==> src/design/gbk_pkg.sv <==
`default_nettype none
// ----------------------------------------------------------------------------
// gbk_pkg : shared types and constants for the GBK glyph placer
// Request structs, configuration bundle, queued operation format, byte codes.
// ----------------------------------------------------------------------------
package gbk_pkg;

  // Input request: one string byte
  typedef struct packed {
    logic [7:0] text_byte;
    logic       string_start;
  } in_req_t;

  // Output request: one placed cell
  typedef struct packed {
    logic [1:0]  result_kind;
    logic [10:0] pos_x;
    logic [10:0] pos_y;
    logic [7:0]  char_code;
    logic [24:0] font_address;
    logic [6:0]  bitmap_bytes;
  } out_req_t;

  // Window / font configuration
  typedef struct packed {
    logic [9:0]  window_left;
    logic [9:0]  window_top;
    logic [9:0]  window_width;
    logic [9:0]  window_height;
    logic [4:0]  glyph_size;
    logic [7:0]  line_gap;
    logic [23:0] font_base;
  } cfg_t;

  // Operation classes handed from the front end to the back end
  localparam logic [2:0] OP_NONE   = 3'd0;
  localparam logic [2:0] OP_END    = 3'd1;
  localparam logic [2:0] OP_NARROW = 3'd2;
  localparam logic [2:0] OP_BREAK  = 3'd3;
  localparam logic [2:0] OP_WIDE   = 3'd4;

  typedef struct packed {
    logic       start;
    logic [2:0] code;
    logic [7:0] data_byte;
    logic [7:0] lead;
  } op_t;

  // Operation queue geometry
  localparam int OPQ_DEPTH = 4;
  localparam int OPQ_AW    = 2;

  // Result kinds
  localparam logic [1:0] KIND_NARROW   = 2'd0;
  localparam logic [1:0] KIND_WIDE     = 2'd1;
  localparam logic [1:0] KIND_BLANK    = 2'd2;
  localparam logic [1:0] KIND_OVERFLOW = 2'd3;

  // Configuration register indexes
  localparam int CFG_INDEX_BITS = 3;
  localparam logic [2:0] CFG_WINDOW_LEFT   = 3'd0;
  localparam logic [2:0] CFG_WINDOW_TOP    = 3'd1;
  localparam logic [2:0] CFG_WINDOW_WIDTH  = 3'd2;
  localparam logic [2:0] CFG_WINDOW_HEIGHT = 3'd3;
  localparam logic [2:0] CFG_GLYPH_SIZE    = 3'd4;
  localparam logic [2:0] CFG_LINE_GAP      = 3'd5;
  localparam logic [2:0] CFG_FONT_BASE     = 3'd6;
  localparam int CFG_DATA_BITS = 24;

  // Configuration reset values
  localparam logic [9:0]  RST_WINDOW_WIDTH  = 10'd240;
  localparam logic [9:0]  RST_WINDOW_HEIGHT = 10'd320;
  localparam logic [4:0]  RST_GLYPH_SIZE    = 5'd16;
  localparam logic [7:0]  RST_LINE_GAP      = 8'd10;

  // Byte codes
  localparam logic [7:0] LEAD_THRESHOLD  = 8'h80;
  localparam logic [7:0] LEAD_MIN        = 8'h81;
  localparam logic [7:0] TRAIL_MIN       = 8'h40;
  localparam logic [7:0] TRAIL_GAP       = 8'h7f;
  localparam logic [7:0] TRAIL_HIGH_BASE = 8'h41;
  localparam logic [7:0] CODE_INVALID    = 8'hff;
  localparam logic [7:0] CHAR_LF         = 8'h0a;
  localparam logic [7:0] CHAR_CR         = 8'h0d;
  localparam logic [7:0] ROW_CELLS       = 8'd190;

  // Wide font sizes and bitmap sizes
  localparam logic [4:0] SIZE_S = 5'd12;
  localparam logic [4:0] SIZE_M = 5'd16;
  localparam logic [4:0] SIZE_L = 5'd24;
  localparam logic [6:0] CELL_BYTES_S = 7'd24;
  localparam logic [6:0] CELL_BYTES_M = 7'd32;
  localparam logic [6:0] CELL_BYTES_L = 7'd72;

  // Bitmap bytes of one wide glyph; zero when no wide font exists
  function automatic logic [6:0] cell_bytes(input logic [4:0] size);
    logic [6:0] n;
    case (size)
      SIZE_S:  n = CELL_BYTES_S;
      SIZE_M:  n = CELL_BYTES_M;
      SIZE_L:  n = CELL_BYTES_L;
      default: n = 7'd0;
    endcase
    return n;
  endfunction

endpackage
`default_nettype wire

==> src/design/gbk_front.sv <==
`default_nettype none
// ----------------------------------------------------------------------------
// gbk_front : byte classifier
// Tracks the pending lead byte and CR mark and turns bytes into operations.
// ----------------------------------------------------------------------------
module gbk_front (
  input  wire logic             clk,
  input  wire logic             rst,
  input  wire logic             in_valid,
  input  wire gbk_pkg::in_req_t in_data,
  output logic                  in_stall,
  input  wire logic             q_full,
  output logic                  push,
  output gbk_pkg::op_t          push_op
);
  import gbk_pkg::*;

  logic       lead_pending, lead_pending_next;
  logic [7:0] lead_byte, lead_byte_next;
  logic       cr_mark, cr_mark_next;
  logic       lead_p, cr_p, accept;
  logic [2:0] code;
  logic [7:0] b;

  assign b        = in_data.text_byte;
  assign in_stall = q_full;
  assign accept   = in_valid && !q_full;

  always_comb begin
    lead_p            = in_data.string_start ? 1'b0 : lead_pending;
    cr_p              = in_data.string_start ? 1'b0 : cr_mark;
    code              = OP_NONE;
    lead_pending_next = lead_p;
    lead_byte_next    = lead_byte;
    cr_mark_next      = cr_p;
    if (b == 8'd0) begin
      code              = OP_END;
      lead_pending_next = 1'b0;
      cr_mark_next      = 1'b0;
    end else if (lead_p) begin
      code              = OP_WIDE;
      lead_pending_next = 1'b0;
    end else if (b > LEAD_THRESHOLD) begin
      lead_pending_next = 1'b1;
      lead_byte_next    = b;
      cr_mark_next      = 1'b0;
    end else if (b == CHAR_LF && cr_p) begin
      // LF of a CR-LF pair: already handled by the CR
      cr_mark_next = 1'b0;
    end else begin
      cr_mark_next = (b == CHAR_CR);
      code         = (b == CHAR_LF || b == CHAR_CR) ? OP_BREAK : OP_NARROW;
    end
  end

  assign push              = accept && (code != OP_NONE || in_data.string_start);
  assign push_op.start     = in_data.string_start;
  assign push_op.code      = code;
  assign push_op.data_byte = b;
  assign push_op.lead      = lead_byte;

  always_ff @(posedge clk) begin
    if (rst) begin
      lead_pending <= 1'b0;
      cr_mark      <= 1'b0;
    end else if (accept) begin
      lead_pending <= lead_pending_next;
      cr_mark      <= cr_mark_next;
    end
  end

  always_ff @(posedge clk) begin
    if (accept) begin
      lead_byte <= lead_byte_next;
    end
  end

endmodule
`default_nettype wire

==> src/design/gbk_op_fifo.sv <==
`default_nettype none
// ----------------------------------------------------------------------------
// gbk_op_fifo : operation queue
// Short FIFO that decouples the classifier from the placement engine.
// ----------------------------------------------------------------------------
module gbk_op_fifo (
  input  wire logic         clk,
  input  wire logic         rst,
  input  wire logic         push,
  input  wire gbk_pkg::op_t push_op,
  output logic              full,
  input  wire logic         pop,
  output logic              head_valid,
  output gbk_pkg::op_t      head_op
);
  import gbk_pkg::*;

  op_t               entries [OPQ_DEPTH];
  logic [OPQ_AW-1:0] wr_ptr, rd_ptr;
  logic [OPQ_AW:0]   count;
  logic              do_pop;

  assign full       = (count == (OPQ_AW + 1)'(OPQ_DEPTH));
  assign head_valid = (count != '0);
  assign head_op    = entries[rd_ptr];
  assign do_pop     = pop && head_valid;

  always_ff @(posedge clk) begin
    if (rst) begin
      wr_ptr <= '0;
      rd_ptr <= '0;
      count  <= '0;
    end else begin
      if (push) wr_ptr <= wr_ptr + 1'b1;
      if (do_pop) rd_ptr <= rd_ptr + 1'b1;
      if (push && !do_pop) begin
        count <= count + 1'b1;
      end else if (do_pop && !push) begin
        count <= count - 1'b1;
      end
    end
  end

  always_ff @(posedge clk) begin
    if (push) begin
      entries[wr_ptr] <= push_op;
    end
  end

endmodule
`default_nettype wire

==> src/design/gbk_back.sv <==
`default_nettype none
// ----------------------------------------------------------------------------
// gbk_back : placement engine
// Owns the cursor and stop flag, does wrap / bottom checks, builds results.
// ----------------------------------------------------------------------------
module gbk_back #(
  parameter int COORD_BITS = 11
) (
  input  wire logic          clk,
  input  wire logic          rst,
  input  wire gbk_pkg::cfg_t cfg,
  input  wire logic          op_valid,
  input  wire gbk_pkg::op_t  op,
  output logic               pop,
  output logic               out_valid,
  input  wire logic          out_stall,
  output gbk_pkg::out_req_t  out_data
);
  import gbk_pkg::*;

  localparam int CW = COORD_BITS;
  localparam int EW = ((CW > 11) ? CW : 11) + 1;

  localparam logic [1:0] ST_IDLE = 2'd0;
  localparam logic [1:0] ST_MUL  = 2'd1;
  localparam logic [1:0] ST_ADD  = 2'd2;

  logic [1:0]    state, state_next;
  logic [CW-1:0] cursor_x, cursor_x_next, cursor_y, cursor_y_next;
  logic          halted, halted_next;

  logic [CW-1:0] cx0, cy0, cxw, cyw, left_c, step_c, half_c, size_c;
  logic          hl0, wrap, over, wide_ok, out_free, load_out, latch_wide;
  logic [8:0]    step;
  logic [3:0]    half;
  logic [4:0]    cellw;
  logic [6:0]    csize, csize_r, qh_i;
  logic [7:0]    ql_i;
  logic [14:0]   idx, idx_r;
  logic [20:0]   prod;
  logic [EW-1:0] px_ext, py_ext;
  logic [10:0]   pos_x_r, pos_y_r;
  out_req_t      out_next;

  assign out_free = !out_valid || !out_stall;
  assign pop      = (state == ST_IDLE) && op_valid && out_free;

  assign half   = cfg.glyph_size[4:1];
  assign step   = 9'(cfg.glyph_size) + 9'(cfg.line_gap);
  assign left_c = CW'(cfg.window_left);
  assign step_c = CW'(step);
  assign half_c = CW'(half);
  assign size_c = CW'(cfg.glyph_size);

  // Cursor after an optional string restart
  assign hl0 = op.start ? 1'b0 : halted;
  assign cx0 = op.start ? left_c : cursor_x;
  assign cy0 = op.start ? CW'(cfg.window_top) : cursor_y;

  // Right-edge wrap, then bottom-edge test, both compared without subtraction
  assign cellw = (op.code == OP_WIDE) ? cfg.glyph_size : {1'b0, half};
  assign wrap  = (EW'(cx0) + EW'(cellw)) >
                 (EW'(cfg.window_left) + EW'(cfg.window_width));
  assign cxw   = wrap ? left_c : cx0;
  assign cyw   = wrap ? cy0 + step_c : cy0;
  assign over  = (EW'(cyw) + EW'(cfg.glyph_size)) >
                 (EW'(cfg.window_top) + EW'(cfg.window_height));
  assign px_ext = EW'(cxw);
  assign py_ext = EW'(cyw);

  // Wide glyph code check and table index
  assign csize   = cell_bytes(cfg.glyph_size);
  assign wide_ok = (csize != 7'd0) && (op.lead >= LEAD_MIN) && (op.lead != CODE_INVALID) &&
                   (op.data_byte >= TRAIL_MIN) && (op.data_byte != CODE_INVALID);
  assign qh_i = 7'(op.lead - LEAD_MIN);
  assign ql_i = (op.data_byte < TRAIL_GAP) ? (op.data_byte - TRAIL_MIN)
                                           : (op.data_byte - TRAIL_HIGH_BASE);
  assign idx  = 15'(qh_i) * 15'(ROW_CELLS) + 15'(ql_i);

  always_comb begin
    state_next    = state;
    cursor_x_next = cursor_x;
    cursor_y_next = cursor_y;
    halted_next   = halted;
    load_out      = 1'b0;
    latch_wide    = 1'b0;
    out_next      = '0;
    out_next.pos_x = px_ext[10:0];
    out_next.pos_y = py_ext[10:0];
    unique case (state)
      ST_IDLE: begin
        if (pop) begin
          cursor_x_next = cx0;
          cursor_y_next = cy0;
          halted_next   = hl0;
          if (!hl0) begin
            if (op.code == OP_END) begin
              halted_next = 1'b1;
            end else if (op.code == OP_NARROW || op.code == OP_BREAK ||
                         op.code == OP_WIDE) begin
              cursor_x_next = cxw;
              cursor_y_next = cyw;
              if (over) begin
                halted_next          = 1'b1;
                load_out             = 1'b1;
                out_next.result_kind = KIND_OVERFLOW;
              end else if (op.code == OP_BREAK) begin
                cursor_y_next = cyw + step_c;
                cursor_x_next = left_c + half_c;
              end else if (op.code == OP_NARROW) begin
                cursor_x_next        = cxw + half_c;
                load_out             = 1'b1;
                out_next.result_kind = KIND_NARROW;
                out_next.char_code   = op.data_byte;
              end else begin
                cursor_x_next = cxw + size_c;
                if (wide_ok) begin
                  latch_wide = 1'b1;
                  state_next = ST_MUL;
                end else begin
                  load_out             = 1'b1;
                  out_next.result_kind = KIND_BLANK;
                end
              end
            end
          end
        end
      end
      ST_MUL: begin
        state_next = ST_ADD;
      end
      ST_ADD: begin
        out_next.pos_x = pos_x_r;
        out_next.pos_y = pos_y_r;
        if (out_free) begin
          load_out              = 1'b1;
          out_next.result_kind  = KIND_WIDE;
          out_next.font_address = 25'(cfg.font_base) + 25'(prod);
          out_next.bitmap_bytes = csize_r;
          state_next            = ST_IDLE;
        end
      end
      default: begin
        state_next = ST_IDLE;
      end
    endcase
  end

  always_ff @(posedge clk) begin
    if (rst) begin
      state     <= ST_IDLE;
      cursor_x  <= '0;
      cursor_y  <= '0;
      halted    <= 1'b0;
      out_valid <= 1'b0;
    end else begin
      state    <= state_next;
      cursor_x <= cursor_x_next;
      cursor_y <= cursor_y_next;
      halted   <= halted_next;
      if (load_out) begin
        out_valid <= 1'b1;
      end else if (!out_stall) begin
        out_valid <= 1'b0;
      end
    end
  end

  // Wide glyph datapath: index, then multiply, then base add
  always_ff @(posedge clk) begin
    if (latch_wide) begin
      idx_r   <= idx;
      csize_r <= csize;
      pos_x_r <= px_ext[10:0];
      pos_y_r <= py_ext[10:0];
    end
    if (state == ST_MUL) begin
      prod <= 21'(idx_r) * 21'(csize_r);
    end
    if (load_out) begin
      out_data <= out_next;
    end
  end

endmodule
`default_nettype wire

==> src/design/gbk_text_layout_glyph_placer_top.sv <==
`default_nettype none
// ----------------------------------------------------------------------------
// gbk_text_layout_glyph_placer_top : GBK / ASCII text layout glyph placer
// Places narrow and wide glyphs of a byte string in a text window and
// gives flash addresses of wide glyph bitmaps.
// ----------------------------------------------------------------------------
//
//  channel | direction | handshake          | payload
//  --------+-----------+--------------------+---------------------------------
//  in      | into      | in_valid/in_stall  | in_req_t  (text_byte, start)
//  out     | out of    | out_valid/out_stall| out_req_t (kind, pos, code, addr)
//  cfg     | into      | cfg_write          | cfg_index, cfg_data (no wait)
//
//  The front end takes one byte per cycle into a four-entry operation queue
//  unless it is full. The back end retires one operation per cycle while its
//  output is free; a valid wide glyph keeps it busy through index, multiply
//  and base add. rst (synchronous) empties the queue, clears cursor, lead,
//  CR mark and stop flag, and loads the configuration defaults.
//  in_stall rises only while the queue is full; a held result in the output
//  register stalls the back end, not the front end.
// ----------------------------------------------------------------------------
module gbk_text_layout_glyph_placer_top #(
  parameter int COORD_BITS = 11
) (
  input  wire logic                                 clk,
  input  wire logic                                 rst,
  input  wire logic                                 in_valid,
  output logic                                      in_stall,
  input  wire gbk_pkg::in_req_t                     in_data,
  output logic                                      out_valid,
  input  wire logic                                 out_stall,
  output gbk_pkg::out_req_t                         out_data,
  input  wire logic                                 cfg_write,
  input  wire logic [gbk_pkg::CFG_INDEX_BITS-1:0]   cfg_index,
  input  wire logic [gbk_pkg::CFG_DATA_BITS-1:0]    cfg_data
);
  import gbk_pkg::*;

  cfg_t cfg;
  logic q_full, push, op_valid, op_pop;
  op_t  push_op, head_op;

  // Config registers; user writes only with no request in flight, unchecked
  always_ff @(posedge clk) begin
    if (rst) begin
      cfg.window_left   <= '0;
      cfg.window_top    <= '0;
      cfg.window_width  <= RST_WINDOW_WIDTH;
      cfg.window_height <= RST_WINDOW_HEIGHT;
      cfg.glyph_size    <= RST_GLYPH_SIZE;
      cfg.line_gap      <= RST_LINE_GAP;
      cfg.font_base     <= '0;
    end else if (cfg_write) begin
      unique case (cfg_index)
        CFG_WINDOW_LEFT:   cfg.window_left   <= cfg_data[9:0];
        CFG_WINDOW_TOP:    cfg.window_top    <= cfg_data[9:0];
        CFG_WINDOW_WIDTH:  cfg.window_width  <= cfg_data[9:0];
        CFG_WINDOW_HEIGHT: cfg.window_height <= cfg_data[9:0];
        CFG_GLYPH_SIZE:    cfg.glyph_size    <= cfg_data[4:0];
        CFG_LINE_GAP:      cfg.line_gap      <= cfg_data[7:0];
        CFG_FONT_BASE:     cfg.font_base     <= cfg_data[23:0];
        default: begin
          // unmapped index: write dropped
        end
      endcase
    end
  end

  // Front end: lead byte pairing and CR-LF folding
  gbk_front u_front (
    .clk      (clk),
    .rst      (rst),
    .in_valid (in_valid),
    .in_data  (in_data),
    .in_stall (in_stall),
    .q_full   (q_full),
    .push     (push),
    .push_op  (push_op)
  );

  // Decoupling queue
  gbk_op_fifo u_fifo (
    .clk        (clk),
    .rst        (rst),
    .push       (push),
    .push_op    (push_op),
    .full       (q_full),
    .pop        (op_pop),
    .head_valid (op_valid),
    .head_op    (head_op)
  );

  // Back end: cursor, edges, address generation, output register
  gbk_back #(
    .COORD_BITS (COORD_BITS)
  ) u_back (
    .clk       (clk),
    .rst       (rst),
    .cfg       (cfg),
    .op_valid  (op_valid),
    .op        (head_op),
    .pop       (op_pop),
    .out_valid (out_valid),
    .out_stall (out_stall),
    .out_data  (out_data)
  );

`ifndef ASSERT_OFF
  // The engine never retires from an empty queue
  a_pop_nonempty: assert property (@(posedge clk) disable iff (rst)
    op_pop |-> op_valid)
    else $error("operation popped from empty queue");

  // Wide glyph results always carry one of the supported bitmap sizes
  a_wide_bytes: assert property (@(posedge clk) disable iff (rst)
    (out_valid && out_data.result_kind == KIND_WIDE) |->
      (out_data.bitmap_bytes == CELL_BYTES_S || out_data.bitmap_bytes == CELL_BYTES_M ||
       out_data.bitmap_bytes == CELL_BYTES_L))
    else $error("wide glyph with bad bitmap size");

  // Anything but a wide glyph has no flash read attached
  a_no_read: assert property (@(posedge clk) disable iff (rst)
    (out_valid && out_data.result_kind != KIND_WIDE) |->
      (out_data.font_address == '0 && out_data.bitmap_bytes == '0))
    else $error("flash read on a non-wide result");

  // A narrow result never carries a line break or lead byte code
  a_narrow_code: assert property (@(posedge clk) disable iff (rst)
    (out_valid && out_data.result_kind == KIND_NARROW) |->
      (out_data.char_code != '0 && out_data.char_code <= LEAD_THRESHOLD &&
       out_data.char_code != CHAR_LF && out_data.char_code != CHAR_CR))
    else $error("narrow glyph with control or lead code");
`endif

endmodule
`default_nettype wire

==> config.mk <==
export PLATFORM = sky130hd
export DESIGN_NAME = gbk_text_layout_glyph_placer_top
export DESIGN_NICKNAME = d
export VERILOG_FILES = /design/src/design/gbk_pkg.sv /design/src/design/gbk_front.sv /design/src/design/gbk_op_fifo.sv /design/src/design/gbk_back.sv /design/src/design/gbk_text_layout_glyph_placer_top.sv
export SDC_FILE = /design/constraint.sdc
export NUM_CORES = 1
export LEC_CHECK = 0
export ABC_CLOCK_PERIOD_IN_PS = 15260
export BUFFER_PORTS_ARGS = -buffer_cell sky130_fd_sc_hd__buf_4
export CORE_ASPECT_RATIO = 0.75
export CORE_MARGIN = 3
export CORE_UTILIZATION = 34
export CTS_BUF_LIST = sky130_fd_sc_hd__clkbuf_2 sky130_fd_sc_hd__clkbuf_4 sky130_fd_sc_hd__clkbuf_8
export CTS_CLUSTER_DIAMETER = 100
export DETAILED_ROUTE_END_ITERATION = 8
export GPL_TIMING_DRIVEN = 0
export PLACE_DENSITY = 0.54
export SETUP_SLACK_MARGIN = 0.2
export SLEW_MARGIN = 5
export SYNTH_ARGS = -nofsm -noshare
export SYNTH_HDL_FRONTEND = slang
export SYNTH_SLANG_ARGS = --single-unit
==> constraint.sdc <==
create_clock -name clk -period 15.26 [get_ports clk]
set_clock_uncertainty 0.1 [all_clocks]
set_input_delay 2.289 -clock clk [delete_from_list [all_inputs] [get_ports clk]]
set_output_delay 2.289 -clock clk [all_outputs]
set_load 0.05 [all_outputs]
# ---- Yosys cells after proc, flatten, opt, wreduce, memory -nomap -nowiden
# Memory sizes are Yosys's and may differ from the RTL's. A register that Yosys moved wholly into a read port is not among the register bits.
# Index checks and enable logic that the tools add are counted.
dict set report totals {
  reg_bits 249
  ramBits 80
  elab_cells 219
  memories 1
}
dict set report op_classes {
  add_sub_neg 19
  mul 2
  magnitude_cmp 6
  n_eq_ne 30
  muxes 85
  bitwise_logic 6
  reduce_logical 41
}
# name depth width rd rd_ports_with_merged_regs wr line_no
set mem_list {}
lappend mem_list {u_fifo.entries 4 20 1 1 1 gbk_op_fifo.sv:18} ;# op_t entries [OPQ_DEPTH];
# cell count
set op_table {}
lappend op_table {{two-way mux 11 bit} 15}
lappend op_table {{two-way mux 1 bit} 38}
lappend op_table {{two-way mux 2 bit} 19}
lappend op_table {{adder 24 x 21 -> 25 bit} 1}
lappend op_table {{adder 11 x 5 -> 12 bit} 2}
lappend op_table {{greater-than comparator 12 bit} 2}
lappend op_table {{adder 10 x 10 -> 11 bit} 2}
lappend op_table {{adder 11 x 9 -> 11 bit} 2}
lappend op_table {{two-way mux 22 bit} 1}
lappend op_table {{multiplier 15 x 7 -> 21 bit} 1}
lappend op_table {{one-hot mux 7 bit (3 select lines)} 1}
lappend op_table {{two-way mux 3 bit} 6}
lappend op_table {{AND reduction 2 bit} 9}
lappend op_table {{== test 8 x 4 -> 1 bit, second input constant} 2}
lappend op_table {{inequality test 8 bit, second input constant} 2}
lappend op_table {{subtractor 8 x 7 -> 8 bit, second input constant} 2}
lappend op_table {{adder 15 x 8 -> 15 bit} 1}
lappend op_table {{== test 3 bit, second input constant} 5}
lappend op_table {{multiplier 7 x 7 -> 14 bit, second input constant} 1}
lappend op_table {{inequality test 2 bit, second input constant} 7}
lappend op_table {{== test 3 x 2 -> 1 bit, second input constant} 4}
lappend op_table {{logical AND 1 bit} 12}
lappend op_table {{adder 10 x 4 -> 11 bit} 1}
lappend op_table {{adder 11 x 4 -> 11 bit} 1}
lappend op_table {{other kinds (33)} 52}

# ---- Logic depth before layout (Yosys ltp)
dict set report logic_depth {
  word_depth 17
  mapped_depth 46
  depth_no_buf 41
}

# ---- Modules after synthesis
# From an unflattened synthesis, not the netlist that was laid out.
dict set report hier_totals {
  hier_cells 2037
  hier_area_um2 21396.8
}
# module instances cells_per_inst area_each_um2 seq_area_each_um2
set by_module_without_submodules {}
lappend by_module_without_submodules {gbk_back 1 1538 14290.0 4124.0}
lappend by_module_without_submodules {gbk_op_fifo 1 148 3345.7 2582.5}
lappend by_module_without_submodules {gbk_text_layout_glyph_placer_top 1 301 3200.6 1541.5}
lappend by_module_without_submodules {gbk_front 1 50 560.5 280.3}

# ---- Worst setup path after synthesis
# OpenSTA, ideal clock, no wires.
dict set report synth_timing {
  kind {register -> register}
  from {register with a tool-made name}
  to {register u_back.out_data[10] (netlist name)}
  arrival_ps 8945
  path_slack_ps 5544
  path_stages_with_launch 43
  period_less_slack_ps 9716
  cell_sequence {dfxtp_1 buf_2 mux4_2 nor2_1 and2_1 buf_2 o21ai_0 ha_1 fa_1 a21o_1 a21oi_1 inv_1 a21oi_1 nor2_1 nand3_1 xor2_1 o21ai_0 ha_1 [7 not listed] a21oi_1 a21oi_1 ha_1 nor2b_1 o21ai_0 nand2b_1 and2_1 o2111ai_1 nor2_1 xor2_1 ha_1 nand3_1 o32ai_1 a211oi_1 nor2_1 nand2_1 o21ai_0 nand2_1}
}

==> results.toml <==
[logic_synthesis]
yosysUniqueCellTypes = 77
syn_area_per_cell_sq_um = 10.0
netlist_area_sq_mm = 0.0206
ys_top_cells_by_count = "305 x nand2_1, 208 x edfxtp_1, 204 x ha_1"
async_flop_share_pct = 0
yosysWarningCount = 0
synth-seq-cells = 322
synth_top_area_share_pct = 30.3
yosysSeqAreaShare_pct = 41.3
synth_top_cell_by_area = "edfxtp_1"
synth_edf_count = 208
synthFlopType = "edfxtp_1"
yosysMostFrequentCell = "nand2_1"
syn_inst = 2057
synthTopCellsByArea = "edfxtp_1 30%, ha_1 12%, dfxtp_1 11%"

[worst_hold_path]
worstHoldEndpoint = "cfg[2]"
hp-class = "reg -> reg"
worstHoldStart = "cfg[2]"
hold_depth = 2

[critical_path]
cp-start-kind = "flop"
reg2reg_slack_ns = 2.39
critPathCaptureType = "flop"
crit_type = "reg -> reg"
critPathMaxStageDelay_ns = 1.08
worst-path-max-fanout = 37
reg2reg_to = "u_back.out_data[60]"
crit_arrival_ns = 13.14
crit_required_ns = 15.53
slowest_stage = "o21ai_0"
reg2regPathDepth = 41

[route]
routed_wl_microns = 57400
drt_iter0_markers = 1353
drc = 0
ant_nets = 0
via_count = 15600
dr.pass1.iters = 5
wire_per_inst_microns = 18.8
viasPerCell = 5.12

[outcome]
outcome = "finished, final reports clean"

[timing]
fin_setup_tns_ns = 0
fin_crit_ns = 12.87
post-route-period-util_pct = 84.4
slew_violations = 0
fin_ws_ns = 2.39
fmax_mhz = 77.7
worst_pin_slew_ns = 1.40
hold_violations = 0
relSlewSlack_pct = 6.02
rsz0062_at_grt = "false"
setup_viol = 0

[global_routing]
grt_pass1_vias = 15500
overflow = 0
grt_pass1_wl_microns = 89700
track_usage_pct = 18.0
antenna_found_initial = 1
grt_max_degree = 38

[clocking]
cts_resized = 0
cts_sinks = 322
clock_path_buffers = 3
h-tree-depth = 2
clockRootBuffer = "clkbuf_8"
cts_buffers = 55
post_cts_buffers = 0
ctsHoldBuffers = 0
clk_latency_ns = 0.66
cts.clk_slew.worst_paths_ns = 0.06
cts_tree = "done"

[placed_design]
hpwl_microns = 44100
port_buffers = 100
dp_slack_ns = 2.73
gp_congestion = 0.915

[final_layout]
num-nets-final = 2518
register_area_sq_mm = 0.00853
n_fill_cell = 5935
drive_gt1_share_pct = 11.9
utilization_pct = 39.7
multi_input_area_sq_mm = 0.0113
diodes = 0
synthToLayoutAreaGrowth_pct = 14.4

[floorplan]
initial_core_util_pct = 34.7
row_count = 77
die-area_sq_mm = 0.0637
die_height_microns = 219
coreArea_sq_mm = 0.0595
die_x_microns = 291
io_pins = 107

[job]
maxCapViolCount = 0
[metal layers]
metal / track usage [%] / wire (microns) / up-vias / part of all wire, %
li1: - / - / 7612 / -
met5: 0 / 0 / - / 0
met3: 3.24 / 4080 / 91 / 7.1
met2: 25.4 / 22400 / 490 / 39
met1: 27.7 / 29600 / 7441 / 52
met4: 5.36 / 1340 / 0 / 2.3
[placed cells by master (no fill, tap or decap), types with 19 or more instances in the layout]
master | netlist | layout
o21ai_0 | 67 | 67
xnor2_1 | 71 | 71
nor2b_1 | 29 | 28
xor2_1 | 50 | 50
dfxtp_1 | 114 | 114
nand2b_1 | 19 | 19
fa_1 | 55 | 55
a21o_1 | 27 | 27
clkbuf_8 | 0 | 62
ha_1 | 204 | 204
mux4_2 | 19 | 19
nand2_1 | 305 | 304
mux2i_1 | 30 | 30
edfxtp_1 | 208 | 208
nor2_1 | 147 | 147
buf_4 | 3 | 103
clkbuf_1 | 43 | 43
inv_1 | 139 | 139
and3_1 | 26 | 25
nor3_1 | 32 | 31
and2_1 | 39 | 39
nand3_1 | 34 | 34
a21oi_1 | 156 | 156
mux2_2 | 20 | 20
[through the flow]
step	hold WS [ns]	instance area [sq um]	instances
after detailed placement	0.342	22500	2951
after CTS	0.351	23600	3054
after floorplan	0.332	20700	2059
final	0.350	23600	3054
after global routing	0.372	23600	3054
after global placement	0.340	22400	2949
[cell families after synthesis]
logic type / Yosys count / share of synthesized area, %
xor gates and xnor gates: 122 / 5.21
AOI/OAI and AO/OA: 395 / 11.9
buffers and inverters: 200 / 3.87
other: 1 / 0.0182
and+or+nand+nor: 685 / 15.1
adders and majority gates: 259 / 17.7
DFF: 322 / 41.3
muxes: 73 / 4.87
[worst max-delay path: cells and delay by family (launching register included)]
family | cells | cell delay, ns
AOI/OAI and AO/OA | 13 | 3.93
and+or+nand+nor | 13 | 2.94
DFF | 1 | 0.37
adders and majority gates | 4 | 1.36
buffers and inverters | 7 | 2.37
muxes | 2 | 0.82
xor gates and xnor gates | 2 | 0.58
[how the worst max path moves through the flow]
stage	endpoint	slack (ns)	cells after the start
after CTS	u_back.out_data[60]	2.69	41
after floorplan	u_back.out_data[10]	5.54	42
final	u_back.out_data[60]	2.39	41
after global placement	u_back.out_data[60]	0.93	40
after global routing	u_back.out_data[60]	1.69	41
after detailed placement	u_back.out_data[60]	2.73	41
[final cells by class]
cell class | count | share of cell area [%]
flip-flops and latches | 322 | 36.1
plain buffers | 59 | 1.14
well taps | 790 | 4.18
repair buffers | 102 | 3.41
clock inverters | 25 | 0.789
multi-input cells | 1537 | 48.0
clock buffers | 78 | 4.12
inverters | 141 | 2.24
[state kept, by name, indices dropped and copies added, names as in the netlist, 15 cells and up, named ones only]
signal,cells
u_fifo.entries,80
u_back.out_data,61
u_back.idx_r,15
cfg,77
u_back.prod,18
Power is left out: the tool's default activity adds up to more than one toggle a clock period on the data nets, which glitch-free logic cannot reach.
